<file path="src/sv/voice_session_phase_controller_unit_defines.svh">
// Assertion macros shared by the voice session phase controller.
`ifndef VOICE_SESSION_PHASE_CONTROLLER_UNIT_DEFINES_SVH
`define VOICE_SESSION_PHASE_CONTROLLER_UNIT_DEFINES_SVH

// Same-cycle implication, checked out of reset.
`define VSPC_ASSERT_NOW(label, clk, rst_n, ante, cons) \
  label: assert property (@(posedge clk) disable iff (!(rst_n)) (ante) |-> (cons)) \
    else $error("vspc same-cycle check failed");

// Next-cycle implication, checked out of reset.
`define VSPC_ASSERT_NEXT(label, clk, rst_n, ante, cons) \
  label: assert property (@(posedge clk) disable iff (!(rst_n)) (ante) |=> (cons)) \
    else $error("vspc next-cycle check failed");

`endif

</file>
<file path="src/sv/vspc_pkg.sv">
// Types, codes and helpers of the voice session phase controller.
package vspc_pkg;

  localparam int unsigned EPOCH_BITS = 16;
  localparam int unsigned OUT_EPOCH_W = 16;

  typedef logic [EPOCH_BITS-1:0] epoch_t;

  typedef enum logic [3:0] {
    PH_IDLE   = 4'd0,
    PH_START  = 4'd1,
    PH_LISTEN = 4'd2,
    PH_THINK  = 4'd3,
    PH_SYNTH  = 4'd4,
    PH_QUEUED = 4'd5,
    PH_PLAY   = 4'd6,
    PH_DRAIN  = 4'd7,
    PH_FOLLOW = 4'd8,
    PH_CANCEL = 4'd9,
    PH_ERROR  = 4'd10
  } phase_e;

  typedef enum logic [3:0] {
    EV_WAKE        = 4'd0,
    EV_START_ACK   = 4'd1,
    EV_LISTENING   = 4'd2,
    EV_THINKING    = 4'd3,
    EV_SYNTH_START = 4'd4,
    EV_URL_ACCEPT  = 4'd5,
    EV_URL_REJECT  = 4'd6,
    EV_RUN_END     = 4'd7,
    EV_ERROR       = 4'd8,
    EV_SRC_PLAY    = 4'd9,
    EV_SRC_DONE    = 4'd10,
    EV_DRAINED     = 4'd11,
    EV_BARGE_READY = 4'd12,
    EV_OBSERVED    = 4'd13
  } event_e;

  // Effect bit positions.
  localparam int unsigned FX_W          = 7;
  localparam int unsigned FX_START      = 0;
  localparam int unsigned FX_STOP       = 1;
  localparam int unsigned FX_STOP_PATH  = 2;
  localparam int unsigned FX_PROXY_IDLE = 3;
  localparam int unsigned FX_ANNOUNCE   = 4;
  localparam int unsigned FX_START_CUR  = 5;
  localparam int unsigned FX_REJECT     = 6;

  // Busy mask bit positions.
  localparam int unsigned MB_MEDIA     = 0;
  localparam int unsigned MB_ANNC      = 1;
  localparam int unsigned MB_TIMER     = 2;
  localparam int unsigned MB_IC_RING   = 3;
  localparam int unsigned MB_IC_OUT    = 4;
  localparam int unsigned MB_IC_STREAM = 5;
  localparam int unsigned MB_START     = 6;
  localparam int unsigned MB_LISTEN    = 7;
  localparam int unsigned MB_THINK     = 8;
  localparam int unsigned MB_SYNTH     = 9;
  localparam int unsigned MB_QUEUED    = 10;
  localparam int unsigned MB_PLAY      = 11;
  localparam int unsigned MB_DRAIN     = 12;
  localparam int unsigned MB_FOLLOW    = 13;
  localparam int unsigned MB_BARGE     = 14;
  localparam int unsigned MB_ERROR     = 15;

  typedef enum logic [1:0] {
    IC_OTHER  = 2'd0,
    IC_RING   = 2'd1,
    IC_OUT    = 2'd2,
    IC_STREAM = 2'd3
  } icom_e;

  typedef enum logic [3:0] {
    LED_IDLE      = 4'd0,
    LED_BOTH_MUTE = 4'd1,
    LED_MIC_MUTE  = 4'd2,
    LED_SPK_MUTE  = 4'd3,
    LED_WAKE      = 4'd4,
    LED_LISTEN    = 4'd5,
    LED_THINK     = 4'd6,
    LED_RESPOND   = 4'd7,
    LED_IC_RING   = 4'd8,
    LED_IC_OUT    = 4'd9,
    LED_IC_STREAM = 4'd10,
    LED_ERROR     = 4'd11,
    LED_MEDIA     = 4'd12,
    LED_INIT      = 4'd13,
    LED_NO_WIFI   = 4'd14,
    LED_NO_HA     = 4'd15
  } led_e;

  typedef enum logic [2:0] {
    CP_OTHER   = 3'd0,
    CP_LISTEN  = 3'd1,
    CP_THINK   = 3'd2,
    CP_RESPOND = 3'd3,
    CP_ERROR   = 3'd4
  } compat_e;

  // Observed device status carried with each word.
  typedef struct packed {
    logic       proxy;
    logic       va_run;
    logic       media;
    logic       annc;
    logic       timer;
    icom_e      icom;
    logic       init;
    logic       no_wifi;
    logic       no_ha;
    logic [1:0] mute;
  } obs_t;

  // Session state after one event, plus the effects it raised.
  typedef struct packed {
    logic [FX_W-1:0] fx;
    phase_e          phase;
    epoch_t          act;
    epoch_t          reply;
    epoch_t          prop;
    logic            barge;
    logic            cur_url;
    logic            que_url;
    logic            run_end;
  } sess_t;

  typedef struct packed {
    logic [15:0] mask;
    led_e        led;
    compat_e     compat;
  } status_t;

  function automatic logic is_barge_ph(phase_e p);
    return (p == PH_SYNTH) || (p == PH_QUEUED) || (p == PH_PLAY) || (p == PH_DRAIN);
  endfunction

  function automatic logic is_resp_ph(phase_e p);
    return is_barge_ph(p) || (p == PH_FOLLOW);
  endfunction

  function automatic epoch_t next_epoch(epoch_t e);
    return e + epoch_t'(1);
  endfunction

  function automatic logic [OUT_EPOCH_W-1:0] epoch_out(epoch_t e);
    return OUT_EPOCH_W'(e);
  endfunction

endpackage

</file>
<file path="src/sv/vspc_core.sv">
// Session state registers and the per-event transition rules.
module vspc_core (
  input  logic             clk_i,
  input  logic             rst_ni,
  input  logic             step_i,
  input  vspc_pkg::event_e ev_i,
  input  logic             enq_i,
  input  logic             proxy_i,
  input  logic             va_run_i,
  output vspc_pkg::sess_t  next_o
);
  import vspc_pkg::*;

  phase_e ph_q;
  epoch_t act_q, reply_q, prop_q;
  logic   barge_q, cur_q, que_q, run_end_q;
  sess_t  nx;

  always_comb begin
    nx.fx      = '0;
    nx.phase   = ph_q;
    nx.act     = act_q;
    nx.reply   = reply_q;
    nx.prop    = prop_q;
    nx.barge   = barge_q;
    nx.cur_url = cur_q;
    nx.que_url = que_q;
    nx.run_end = run_end_q;
    case (ev_i)
      EV_WAKE: begin
        if (ph_q == PH_IDLE || ph_q == PH_FOLLOW) begin
          nx.prop              = next_epoch(act_q);
          nx.phase             = PH_START;
          nx.run_end           = 1'b0;
          nx.fx[FX_START]      = 1'b1;
        end else if (is_barge_ph(ph_q) || proxy_i) begin
          nx.phase             = PH_CANCEL;
          nx.barge             = 1'b1;
          nx.fx[FX_STOP]       = 1'b1;
          nx.fx[FX_STOP_PATH]  = 1'b1;
          nx.fx[FX_PROXY_IDLE] = 1'b1;
        end
      end
      EV_START_ACK: begin
        // A zero proposal means none was made.
        if (prop_q != '0) begin
          nx.act = prop_q;
        end else if (ph_q == PH_IDLE || ph_q == PH_FOLLOW) begin
          nx.act = next_epoch(act_q);
        end
        nx.prop    = '0;
        nx.phase   = PH_START;
        nx.run_end = 1'b0;
      end
      EV_LISTENING: begin
        if (ph_q != PH_CANCEL) begin
          nx.phase   = PH_LISTEN;
          nx.run_end = 1'b0;
        end
      end
      EV_THINKING: begin
        if (ph_q == PH_LISTEN || ph_q == PH_START) begin
          nx.phase = PH_THINK;
        end
      end
      EV_SYNTH_START: begin
        if (ph_q != PH_CANCEL) begin
          nx.reply = act_q;
          nx.phase = PH_SYNTH;
        end
      end
      EV_URL_ACCEPT: begin
        if (ph_q == PH_SYNTH || ph_q == PH_THINK) begin
          nx.reply            = act_q;
          nx.phase            = PH_QUEUED;
          nx.cur_url          = 1'b1;
          nx.fx[FX_ANNOUNCE]  = 1'b1;
          nx.fx[FX_START_CUR] = 1'b1;
        end else if (is_resp_ph(ph_q) && enq_i) begin
          nx.que_url = 1'b1;
        end else begin
          nx.fx[FX_REJECT] = 1'b1;
        end
      end
      EV_URL_REJECT: begin
        nx.fx[FX_REJECT] = 1'b1;
      end
      EV_RUN_END: begin
        nx.run_end = 1'b1;
        if (!va_run_i &&
            (ph_q == PH_FOLLOW || (!is_resp_ph(ph_q) && ph_q != PH_CANCEL))) begin
          nx.phase = PH_IDLE;
        end
      end
      EV_ERROR: begin
        nx.phase             = PH_ERROR;
        nx.barge             = 1'b0;
        nx.fx[FX_PROXY_IDLE] = 1'b1;
        nx.fx[FX_STOP_PATH]  = 1'b1;
      end
      EV_SRC_PLAY: begin
        if (ph_q == PH_QUEUED || ph_q == PH_SYNTH) begin
          nx.phase = PH_PLAY;
        end else if (ph_q == PH_CANCEL) begin
          nx.fx[FX_STOP_PATH] = 1'b1;
        end
      end
      EV_SRC_DONE: begin
        if (ph_q == PH_QUEUED || ph_q == PH_PLAY || ph_q == PH_SYNTH) begin
          if (que_q) begin
            // Advance to the queued URL.
            nx.que_url          = 1'b0;
            nx.phase            = PH_QUEUED;
            nx.fx[FX_START_CUR] = 1'b1;
          end else begin
            nx.phase   = PH_DRAIN;
            nx.cur_url = 1'b0;
          end
        end
      end
      EV_DRAINED: begin
        if (ph_q == PH_DRAIN) begin
          nx.reply             = '0;
          nx.cur_url           = 1'b0;
          nx.que_url           = 1'b0;
          nx.fx[FX_PROXY_IDLE] = 1'b1;
          nx.phase             = barge_q ? PH_CANCEL : PH_FOLLOW;
        end
      end
      EV_BARGE_READY: begin
        if (ph_q == PH_CANCEL && barge_q) begin
          nx.prop         = next_epoch(act_q);
          nx.barge        = 1'b0;
          nx.reply        = '0;
          nx.cur_url      = 1'b0;
          nx.que_url      = 1'b0;
          nx.phase        = PH_START;
          nx.fx[FX_START] = 1'b1;
        end
      end
      default: begin
      end
    endcase
  end

  always_ff @(posedge clk_i or negedge rst_ni) begin
    if (!rst_ni) begin
      ph_q      <= PH_IDLE;
      act_q     <= '0;
      reply_q   <= '0;
      prop_q    <= '0;
      barge_q   <= 1'b0;
      cur_q     <= 1'b0;
      que_q     <= 1'b0;
      run_end_q <= 1'b0;
    end else if (step_i) begin
      ph_q      <= nx.phase;
      act_q     <= nx.act;
      reply_q   <= nx.reply;
      prop_q    <= nx.prop;
      barge_q   <= nx.barge;
      cur_q     <= nx.cur_url;
      que_q     <= nx.que_url;
      run_end_q <= nx.run_end;
    end
  end

  assign next_o = nx;

endmodule

</file>
<file path="src/sv/vspc_status.sv">
// Busy mask, indicator priority and compatibility state from the new phase.
module vspc_status (
  input  vspc_pkg::phase_e  phase_i,
  input  logic              barge_i,
  input  vspc_pkg::obs_t    obs_i,
  output vspc_pkg::status_t status_o
);
  import vspc_pkg::*;

  logic [15:0] m;
  led_e        led;
  compat_e     cp;

  always_comb begin
    m               = '0;
    m[MB_MEDIA]     = obs_i.media;
    m[MB_ANNC]      = obs_i.annc;
    m[MB_TIMER]     = obs_i.timer;
    m[MB_IC_RING]   = (obs_i.icom == IC_RING);
    m[MB_IC_OUT]    = (obs_i.icom == IC_OUT);
    m[MB_IC_STREAM] = (obs_i.icom == IC_STREAM);
    case (phase_i)
      PH_START:  m[MB_START]  = 1'b1;
      PH_LISTEN: m[MB_LISTEN] = 1'b1;
      PH_THINK:  m[MB_THINK]  = 1'b1;
      PH_SYNTH:  m[MB_SYNTH]  = 1'b1;
      PH_QUEUED: m[MB_QUEUED] = 1'b1;
      PH_PLAY:   m[MB_PLAY]   = 1'b1;
      PH_DRAIN:  m[MB_DRAIN]  = 1'b1;
      PH_FOLLOW: m[MB_FOLLOW] = 1'b1;
      PH_CANCEL: m[MB_BARGE]  = 1'b1;
      PH_ERROR:  m[MB_ERROR]  = 1'b1;
      default: begin
      end
    endcase
    // Cancel phase and a pending barge-in share one bit.
    if (barge_i) begin
      m[MB_BARGE] = 1'b1;
    end
  end

  always_comb begin
    if (obs_i.init) begin
      led = LED_INIT;
    end else if (obs_i.no_wifi) begin
      led = LED_NO_WIFI;
    end else if (obs_i.no_ha) begin
      led = LED_NO_HA;
    end else if (obs_i.mute[0] && obs_i.mute[1]) begin
      led = LED_BOTH_MUTE;
    end else if (obs_i.mute[0]) begin
      led = LED_MIC_MUTE;
    end else if (obs_i.mute[1]) begin
      led = LED_SPK_MUTE;
    end else if (m[MB_BARGE] || m[MB_START]) begin
      led = LED_WAKE;
    end else if (m[MB_LISTEN]) begin
      led = LED_LISTEN;
    end else if (m[MB_THINK] || m[MB_SYNTH]) begin
      led = LED_THINK;
    end else if (m[MB_QUEUED] || m[MB_PLAY] || m[MB_DRAIN] || m[MB_FOLLOW]) begin
      led = LED_RESPOND;
    end else if (m[MB_IC_RING]) begin
      led = LED_IC_RING;
    end else if (m[MB_IC_OUT]) begin
      led = LED_IC_OUT;
    end else if (m[MB_IC_STREAM]) begin
      led = LED_IC_STREAM;
    end else if (m[MB_ERROR]) begin
      led = LED_ERROR;
    end else if (m[MB_MEDIA] || m[MB_ANNC] || m[MB_TIMER]) begin
      led = LED_MEDIA;
    end else begin
      led = LED_IDLE;
    end
  end

  always_comb begin
    if (phase_i == PH_LISTEN) begin
      cp = CP_LISTEN;
    end else if (phase_i == PH_THINK) begin
      cp = CP_THINK;
    end else if (is_resp_ph(phase_i)) begin
      cp = CP_RESPOND;
    end else if (phase_i == PH_ERROR) begin
      cp = CP_ERROR;
    end else begin
      cp = CP_OTHER;
    end
  end

  assign status_o.mask   = m;
  assign status_o.led    = led;
  assign status_o.compat = cp;

endmodule

</file>
<file path="src/sv/voice_session_phase_controller_unit.sv">
// Voice session phase controller: input register, transition logic, result register.
//
// One event word enters on the s_axis channel: tuser carries the event code,
// tdata the enqueue flag and the observed device status. For each word one
// result word leaves on the m_axis channel with the effects mask, the new
// phase, the busy mask, the indicator code, the compatibility state, the
// three epochs and the session flags.
// Flow: a taken word is held in the input register, runs through the transition
// logic and lands in the result register, which drives m_axis_tvalid.
// Throughput: one word per cycle while the receiver keeps m_axis_tready high;
// the session state registers close a loop around the transition logic.
// Reset clears the phase to idle, all epochs and flags, and both valid bits.
// When the receiver holds m_axis_tready low the result stays put, one more
// word may wait in the input register, and s_axis_tready then drops until
// the result is taken.
`include "voice_session_phase_controller_unit_defines.svh"

module voice_session_phase_controller_unit (
  input  logic        clk_i,
  input  logic        rst_ni,
  input  logic        s_axis_tvalid,
  output logic        s_axis_tready,
  // [0] enqueue, [1] proxy announce, [2] assistant run, [3] media on,
  // [4] announcement on, [5] timer alarm, [7:6] intercom_phase,
  // [8] initializing, [9] no_wifi, [10] no_ha, [12:11] mute_flags, [15:13] zero
  input  logic [15:0] s_axis_tdata,
  // [3:0] event_code
  input  logic [3:0]  s_axis_tuser,
  output logic        m_axis_tvalid,
  input  logic        m_axis_tready,
  // [6:0] effects, [10:7] phase, [26:11] busy mask, [30:27] indicator_code,
  // [33:31] compat_state, [49:34] session_epoch, [65:50] speech_epoch,
  // [81:66] pending_epoch, [82] barge_flag, [83] current_url_flag,
  // [84] queued_url_flag, [85] run_ended_flag, [87:86] zero
  output logic [87:0] m_axis_tdata
);
  import vspc_pkg::*;

  logic        in_vld_q;
  event_e      ev_q;
  logic        enq_q;
  obs_t        obs_q;
  logic        out_vld_q;
  logic [87:0] out_q;
  logic        adv;
  logic        take;
  sess_t       nx;
  status_t     st;
  obs_t        obs_in;

  assign adv           = in_vld_q && (!out_vld_q || m_axis_tready);
  assign s_axis_tready = !in_vld_q || adv;
  assign take          = s_axis_tvalid && s_axis_tready;

  assign obs_in.proxy   = s_axis_tdata[1];
  assign obs_in.va_run  = s_axis_tdata[2];
  assign obs_in.media   = s_axis_tdata[3];
  assign obs_in.annc    = s_axis_tdata[4];
  assign obs_in.timer   = s_axis_tdata[5];
  assign obs_in.icom    = icom_e'(s_axis_tdata[7:6]);
  assign obs_in.init    = s_axis_tdata[8];
  assign obs_in.no_wifi = s_axis_tdata[9];
  assign obs_in.no_ha   = s_axis_tdata[10];
  assign obs_in.mute    = s_axis_tdata[12:11];

  always_ff @(posedge clk_i or negedge rst_ni) begin
    if (!rst_ni) begin
      in_vld_q  <= 1'b0;
      out_vld_q <= 1'b0;
    end else begin
      if (take) begin
        in_vld_q <= 1'b1;
      end else if (adv) begin
        in_vld_q <= 1'b0;
      end
      if (adv) begin
        out_vld_q <= 1'b1;
      end else if (m_axis_tready) begin
        out_vld_q <= 1'b0;
      end
    end
  end

  // Payload registers: hold the input word until it advances.
  always_ff @(posedge clk_i) begin
    if (take) begin
      ev_q  <= event_e'(s_axis_tuser);
      enq_q <= s_axis_tdata[0];
      obs_q <= obs_in;
    end
    if (adv) begin
      out_q <= {2'b00, nx.run_end, nx.que_url, nx.cur_url, nx.barge,
                epoch_out(nx.prop), epoch_out(nx.reply), epoch_out(nx.act),
                st.compat, st.led, st.mask, nx.phase, nx.fx};
    end
  end

  vspc_core u_core (
    .clk_i    (clk_i),
    .rst_ni   (rst_ni),
    .step_i   (adv),
    .ev_i     (ev_q),
    .enq_i    (enq_q),
    .proxy_i  (obs_q.proxy),
    .va_run_i (obs_q.va_run),
    .next_o   (nx)
  );

  vspc_status u_status (
    .phase_i  (nx.phase),
    .barge_i  (nx.barge),
    .obs_i    (obs_q),
    .status_o (st)
  );

  assign m_axis_tvalid = out_vld_q;
  assign m_axis_tdata  = out_q;

  `VSPC_ASSERT_NEXT(a_adv_fills_out, clk_i, rst_ni, adv, out_vld_q)
  `VSPC_ASSERT_NOW(a_busy_blocks_in, clk_i, rst_ni, in_vld_q && !adv, !s_axis_tready)
  `VSPC_ASSERT_NOW(a_barge_in_mask, clk_i, rst_ni, out_vld_q && out_q[82], out_q[25])

endmodule
</file>
<file path="config.mk">
export PLATFORM = sky130hd
export DESIGN_NAME = voice_session_phase_controller_unit
export DESIGN_NICKNAME = d
export VERILOG_FILES = /design/src/sv/vspc_pkg.sv /design/src/sv/vspc_core.sv /design/src/sv/vspc_status.sv /design/src/sv/voice_session_phase_controller_unit.sv
export VERILOG_INCLUDE_DIRS = /design/src /design/src/sv
export SDC_FILE = /design/constraint.sdc
export NUM_CORES = 1
export LEC_CHECK = 0
export BUFFER_PORTS_ARGS = -buffer_cell sky130_fd_sc_hd__buf_4
export CAP_MARGIN = 10
export CORE_ASPECT_RATIO = 0.7
export CORE_MARGIN = 2
export CORE_UTILIZATION = 50
export CTS_CLUSTER_DIAMETER = 30
export DETAILED_ROUTE_END_ITERATION = 10
export MAX_ROUTING_LAYER = met4
export PLACE_DENSITY = 0.71
export SYNTH_ARGS = -nofsm -noshare
export SYNTH_HDL_FRONTEND = slang
export SYNTH_HIERARCHICAL = 1
export SYNTH_SLANG_ARGS = --single-unit
</file>
<file path="constraint.sdc">
create_clock -name clk_i -period 4.09 [get_ports clk_i]
set_input_delay 0 -clock clk_i [delete_from_list [all_inputs] [get_ports clk_i]]
set_output_delay 0 -clock clk_i [all_outputs]
set_load 0.05 [all_outputs]
</file>
Word level (Yosys, flattened, before mapping)
Index checks and enable logic that the tools add are counted.
{"block": "word_totals", "register_bits": 161, "input_bits": 24, "out_inout_bits": 90}
{"block": "op_classes", "add_sub_neg": 1, "eq_ne": 35, "muxes": 85, "bitwise_logic": 1, "n_reduce_logical": 43}
{"operator": "$mux 16", "n": 7}
{"operator": "$mux 4", "n": 22}
{"operator": "$pmux 16 s4", "n": 1}
{"operator": "$eq 4x3->1 const B", "n": 12}
{"operator": "$pmux 16 s3", "n": 1}
{"operator": "$pmux 4 s12", "n": 1}
{"operator": "$eq 4x4->1 const B", "n": 10}
{"operator": "$mux 35", "n": 1}
{"operator": "$mux 1", "n": 32}
{"operator": "$eq 4x2->1 const B", "n": 6}
{"operator": "$logic_or 1x1->1", "n": 24}
{"operator": "$add 16x1->16 const B", "n": 1}
{"operator": "$mux 2", "n": 8}
{"operator": "$reduce_bool 16->1", "n": 1}
{"operator": "$eq 4x1->1 const B", "n": 3}
{"operator": "$mux 3", "n": 3}
{"operator": "$pmux 1 s3", "n": 3}
{"operator": "$logic_not 4->1", "n": 2}
{"operator": "$pmux 2 s4", "n": 1}
{"operator": "$logic_and 1x1->1", "n": 7}
{"operator": "$pmux 1 s2", "n": 3}
{"operator": "$reduce_or 3->1", "n": 2}
{"operator": "$mux 5", "n": 1}
{"operator": "$eq 2x2->1 const B", "n": 2}
{"operator": "other kinds (7)", "n": 11}

Logic depth before layout (Yosys ltp)
{"block": "logic_depth", "word_depth": 26, "depth_mapped": 12, "ltp_nobuf": 9}

Hierarchy
The synthesis kept the hierarchy.
{"mod": "vspc_core", "instances": 1, "cells_per_inst": 493, "area_each_um2": 4066.4}
{"mod": "voice_session_phase_controller_unit", "instances": 1, "cells_per_inst": 114, "area_each_um2": 3215.6}
{"mod": "vspc_status", "instances": 1, "cells_per_inst": 63, "area_each_um2": 391.6}

Worst setup path before layout
OpenSTA, ideal clock, no wires.
{"block": "synth_timing", "kind": "register to register", "start": "register out_vld_q, in the netlist m_axis_tvalid", "end": "register u_core.act_q[9]", "t_arrival_ns": 3.932, "t_required_ns": 3.996, "path_slack_ns": 0.064, "path_stages_with_launch": 8, "period_less_slack_ns": 4.026, "path_cell_list": "dfrtp_1 -> nand2b_1 -> and2_1 -> clkbuf_1 -> nand2_1 -> a21oi_1 -> nor2_1 -> a211oi_1"}
{"block": "synth_between", "elab_chain_len": 3}
{"item": "start, declared", "line": "voice_session_phase_controller_unit.sv:43", "text": "logic out_vld_q;"}
{"item": "start signal, assigned", "line": "voice_session_phase_controller_unit.sv:69", "text": "out_vld_q <= 1'b0;"}
{"item": "start signal, assigned", "line": "voice_session_phase_controller_unit.sv:77", "text": "out_vld_q <= 1'b1;"}
{"item": "start signal, assigned", "line": "voice_session_phase_controller_unit.sv:79", "text": "out_vld_q <= 1'b0;"}
{"item": "$logic_not 1->1", "line": "voice_session_phase_controller_unit.sv:51", "text": "assign adv = in_vld_q && (!out_vld_q || m_axis_tready);"}
{"item": "$logic_or 1x1->1", "line": "voice_session_phase_controller_unit.sv:51"}
{"item": "$logic_and 1x1->1", "line": "voice_session_phase_controller_unit.sv:51"}
{"item": "via adv", "line": "voice_session_phase_controller_unit.sv:45", "text": "logic adv;"}
{"item": "end signal, assigned", "line": "vspc_core.sv:158", "text": "act_q <= nx.act;"}
{"item": "end, declared", "line": "vspc_core.sv:15", "text": "epoch_t act_q, reply_q, prop_q;"}
The timed path passes the listed nets, and every way through them passes these cells.
A chain may end at the register's enable or synchronous reset.

==> summary.txt <==
Status
  • Status: complete, no violations

Yosys
  • Largest area contributor in the netlist: edfxtp_1
  • Seq/Total Area, Yosys: 59.2%
  • Yosys warning count: 6
  • Synth top area cells: edfxtp_1 (40%), dfrtp_1 (19%), o21ai_0 (4.0%)
  • Cell Area, Synth: 7670 um2
  • Synth Area per Inst: 11.5 um2
  • Ys async rst share: 36.0%
  • Synth cell types: 73
  • Area fraction of the dominant cell type after synthesis: 40.3%
  • Yosys reg bits: 161
  • Primary FF master, synth: edfxtp_1
  • Post-Synthesis Cells: 670
  • Post-synth EDFFs: 103

Hold path
  • Worst Hold Class: in -> async

Finish
  • Commonest non-fill, non-tap cell in the layout: buf_4
  • Layout fillers: 1170
  • Fraction of layout cells with a size suffix above 1: 22.1%
  • Most frequent cells in the layout: buf_4 (121), edfxtp_1 (103), o21ai_0 (61), dfrtp_1 (58)
  • Fin area: 9330 um2
  • Final Net Count: 798
  • Area Growth Syn to Fin: 21.6%
  • Multi-input logic area: 2810 um2
  • FF/Latch Area: 4540 um2
  • Antenna diodes: 0

Power
  • Tot Pwr: 4.73 mW
  • Power Internal: 3.13 mW
  • Net switching power: 1.60 mW
  • Leakage power: 3.62 nW
  • VDD IR max: 333 uV
  • Clk pwr share: 32.3%
  • Gate power share: 24.0%
  • Register share of total power: 43.7%
  • Pwr dens: 507 nW/um2
  • Switch share: 33.9%

STA
  • Worst setup margin: 0.563 ns
  • Final Hold Fails: 0
  • Hold slack final: 0.197 ns
  • Max-slew headroom: 43.4%
  • Final Setup Violations: 0
  • Max Freq: 0.284 GHz
  • Setup TNS: 0 ns
  • Worst-Margin Slew: 0.841 ns
  • Tmin final: 3.53 ns
  • Slew Limit Fails: 0
  • Final Cycle Share: 86.2%
  • RSZ-0062 raised after global routing: no
  • Clk_skew: 0.00614 ns

Drt
  • Post-DRT Antenna Nets: 0
  • Vias per Instance: 6.11
  • Initial DRC count: 800
  • Final wirelength: 19.2 mm
  • Vias: 5992
  • Detailed Routing Iterations Pass 1: 5
  • WL/cell: 19.6 um
  • DRC viols: 0

Placed design
  • DP HPWL: 13.0 mm
  • Buffers on Ports: 108
  • GP Congestion: 0.938
  • Placed cell area: 8550 um2
  • Setup WS pre-CTS: 0.618 ns

Floorplanning
  • Initial core utilization: 51.6%
  • Num ports: 114
  • Die area: 16400 um2
  • Die X: 152 um
  • Die Y-Extent: 108 um
  • Core area: 14900 um2
  • Row count: 37

Setup path
  • Crit path kind: reg -> reg
  • Nature of the critical path endpoint: flop
  • Critical path arrival: 3.70 ns
  • FF-to-FF setup slack: 0.56 ns
  • Worst-path maximum fanout: 23
  • Crit path launch type: flop
  • Worst Path Required: 4.26 ns

GRT
  • GRT Util Overall: 24.7%
  • Antenna violations before repair: 0
  • Total congestion overflow: 0
  • Global-route wire length before repair: 30.4 mm
  • Vias in the first global route: 5390
  • Largest net degree at the start of global routing: 59

Job
  • Max cap viols: 0

Clocking
  • CTS Buffer Depth: 2
  • Cts repair resizes: 0
  • CTS HTree Levels: 4
  • Root Buffer: clkbuf_16
  • CTS Sinks: 161
  • Clock latency on the worst-skew pair: 0.43 ns
  • CTS tree: built
  • Total CTS buffers: 17
  • Clock Pin Slew Worst Setup and Hold Paths: 0.06 ns
-- sequential cells by signal (all words and copies together) (netlist names) --
register	flops
u_core/cur_q	1
m_axis_tvalid	1
u_core/reply_q	16
obs_q	12
ev_q	4
u_core/prop_q	16
u_core/act_q	16
in_vld_q	1
m_axis_tdata	86
u_core/barge_q	1
u_core/ph_q	4
u_core/run_end_q	1
enq_q	1
u_core/que_q	1
-- final cells by class --
| class | count | share of cell area (%) |
|---|---|---|
| sequential | 161 | 48.7 |
| multi-input combinational | 438 | 30.1 |
| timing repair buffer | 142 | 12.0 |
| clock buffer | 19 | 4.85 |
| tap | 195 | 2.61 |
| clock inverter | 13 | 1.27 |
| inverter | 13 | 0.523 |
-- path summary, 6_finish.rpt --
path | start | end | depth (start not counted)
setup / recovery | ev_q[1] | m_axis_tdata[27] | 8
hold / removal | rst_ni | u_core/prop_q[13] | 2
setup reg to reg | ev_q[1] | m_axis_tdata[27] | 8
hold reg to reg | obs_q[9] | m_axis_tdata[11] | 0
max in group asynchronous | rst_ni | u_core/reply_q[0] | 2
min in group clk_i | s_axis_tuser[3] | ev_q[3] | 2
-- through the flow --
step | util (%) | std cells
after floorplan | - | 671
after global placement | 57.5 | 928
after detailed placement | 57.5 | 928
after CTS | 62.8 | 981
after global routing | 62.8 | 981
final | 62.8 | 981
-- power groups by stage --
| stage | combinational [mW] | clock, mW | sequential [mW] |
|---|---|---|---|
| 2_1_floorplan | 0.573 | 0 | 2.32 |
| 6_report | 1.14 | 1.53 | 2.07 |
| 5_1_grt | 1.22 | 1.63 | 2.09 |
| 3_5_place_dp | 1.11 | 0 | 2.09 |
| 3_3_place_gp | 1.10 | 0 | 2.09 |
| 4_1_cts | 1.13 | 1.55 | 2.06 |
-- metal layers --
layer | up-vias | global-route usage [%] | share of wire (%)
met5 | - | - | 0
met4 | 0 | 6.94 | 0.85
met3 | 21 | 6.04 | 10
met2 | 351 | 31.5 | 41
met1 | 2877 | 38.7 | 48
li1 | 2743 | - | -
-- timing repair --
action	in CTS	in global routing
endpoints found under the hold margin	77	0
setup buffers	0	0
hold buffers	21	0
endpoints found under the setup margin	0	0
-- worst max-delay path: stages, from the launching register on --
cell and delay (ns):
edfxtp_1 0.70, nor4_1 0.84, o211ai_1 0.19, o311a_1 0.19
nand3_1 0.46, nor2b_1 0.11, a221oi_1 0.32, o211ai_1 0.14
a211o_1 0.32
-- logic make-up (layout without fill, tap and decap cells) --
group / after synthesis / after routing / share of synthesized area, %
AND/OR/NAND/NOR: 201 / 201 / 14.0
adder cells (fa/ha/maj): 1 / 1 / 0.163
buffers and inverters: 72 / 187 / 4.29
multiplexers: 3 / 3 / 0.424
XOR/XNOR: 14 / 14 / 1.60
other: 1 / 2 / 0.0489
AO/OA/AOI/OAI: 217 / 217 / 20.3
flip-flops: 161 / 161 / 59.2
-- synthesized netlist by cell type, types with 3 or more instances --
library cell  instances
a221oi_1              3
nor4bb_1              3
nand4_1               4
a22o_1               34
o31a_1                3
o211ai_1              6
o21ai_0              61
nor4_1               11
a31oi_1               5
buf_2                 5
inv_1                13
o22a_1                5
a21oi_1              28
or3_1                 4
o22ai_1               5
buf_6                 4
and3_1                6
and2_1                4
o32a_1                5
edfxtp_1            103
buf_1                 4
buf_4                 6
dfrtp_1              58
o2bb2ai_1            18
xor2_1                3
a21o_1                7
nand2b_1             13
xnor2_1              11
nand2_1              45
nor2_1               45
nor2b_1               8
nor3_1               20
clkbuf_1             40
or2_2                 5
a211oi_1              5
nand3_1              13
o31ai_1               6
No activity file was read; power rests on OpenSTA's default activity.
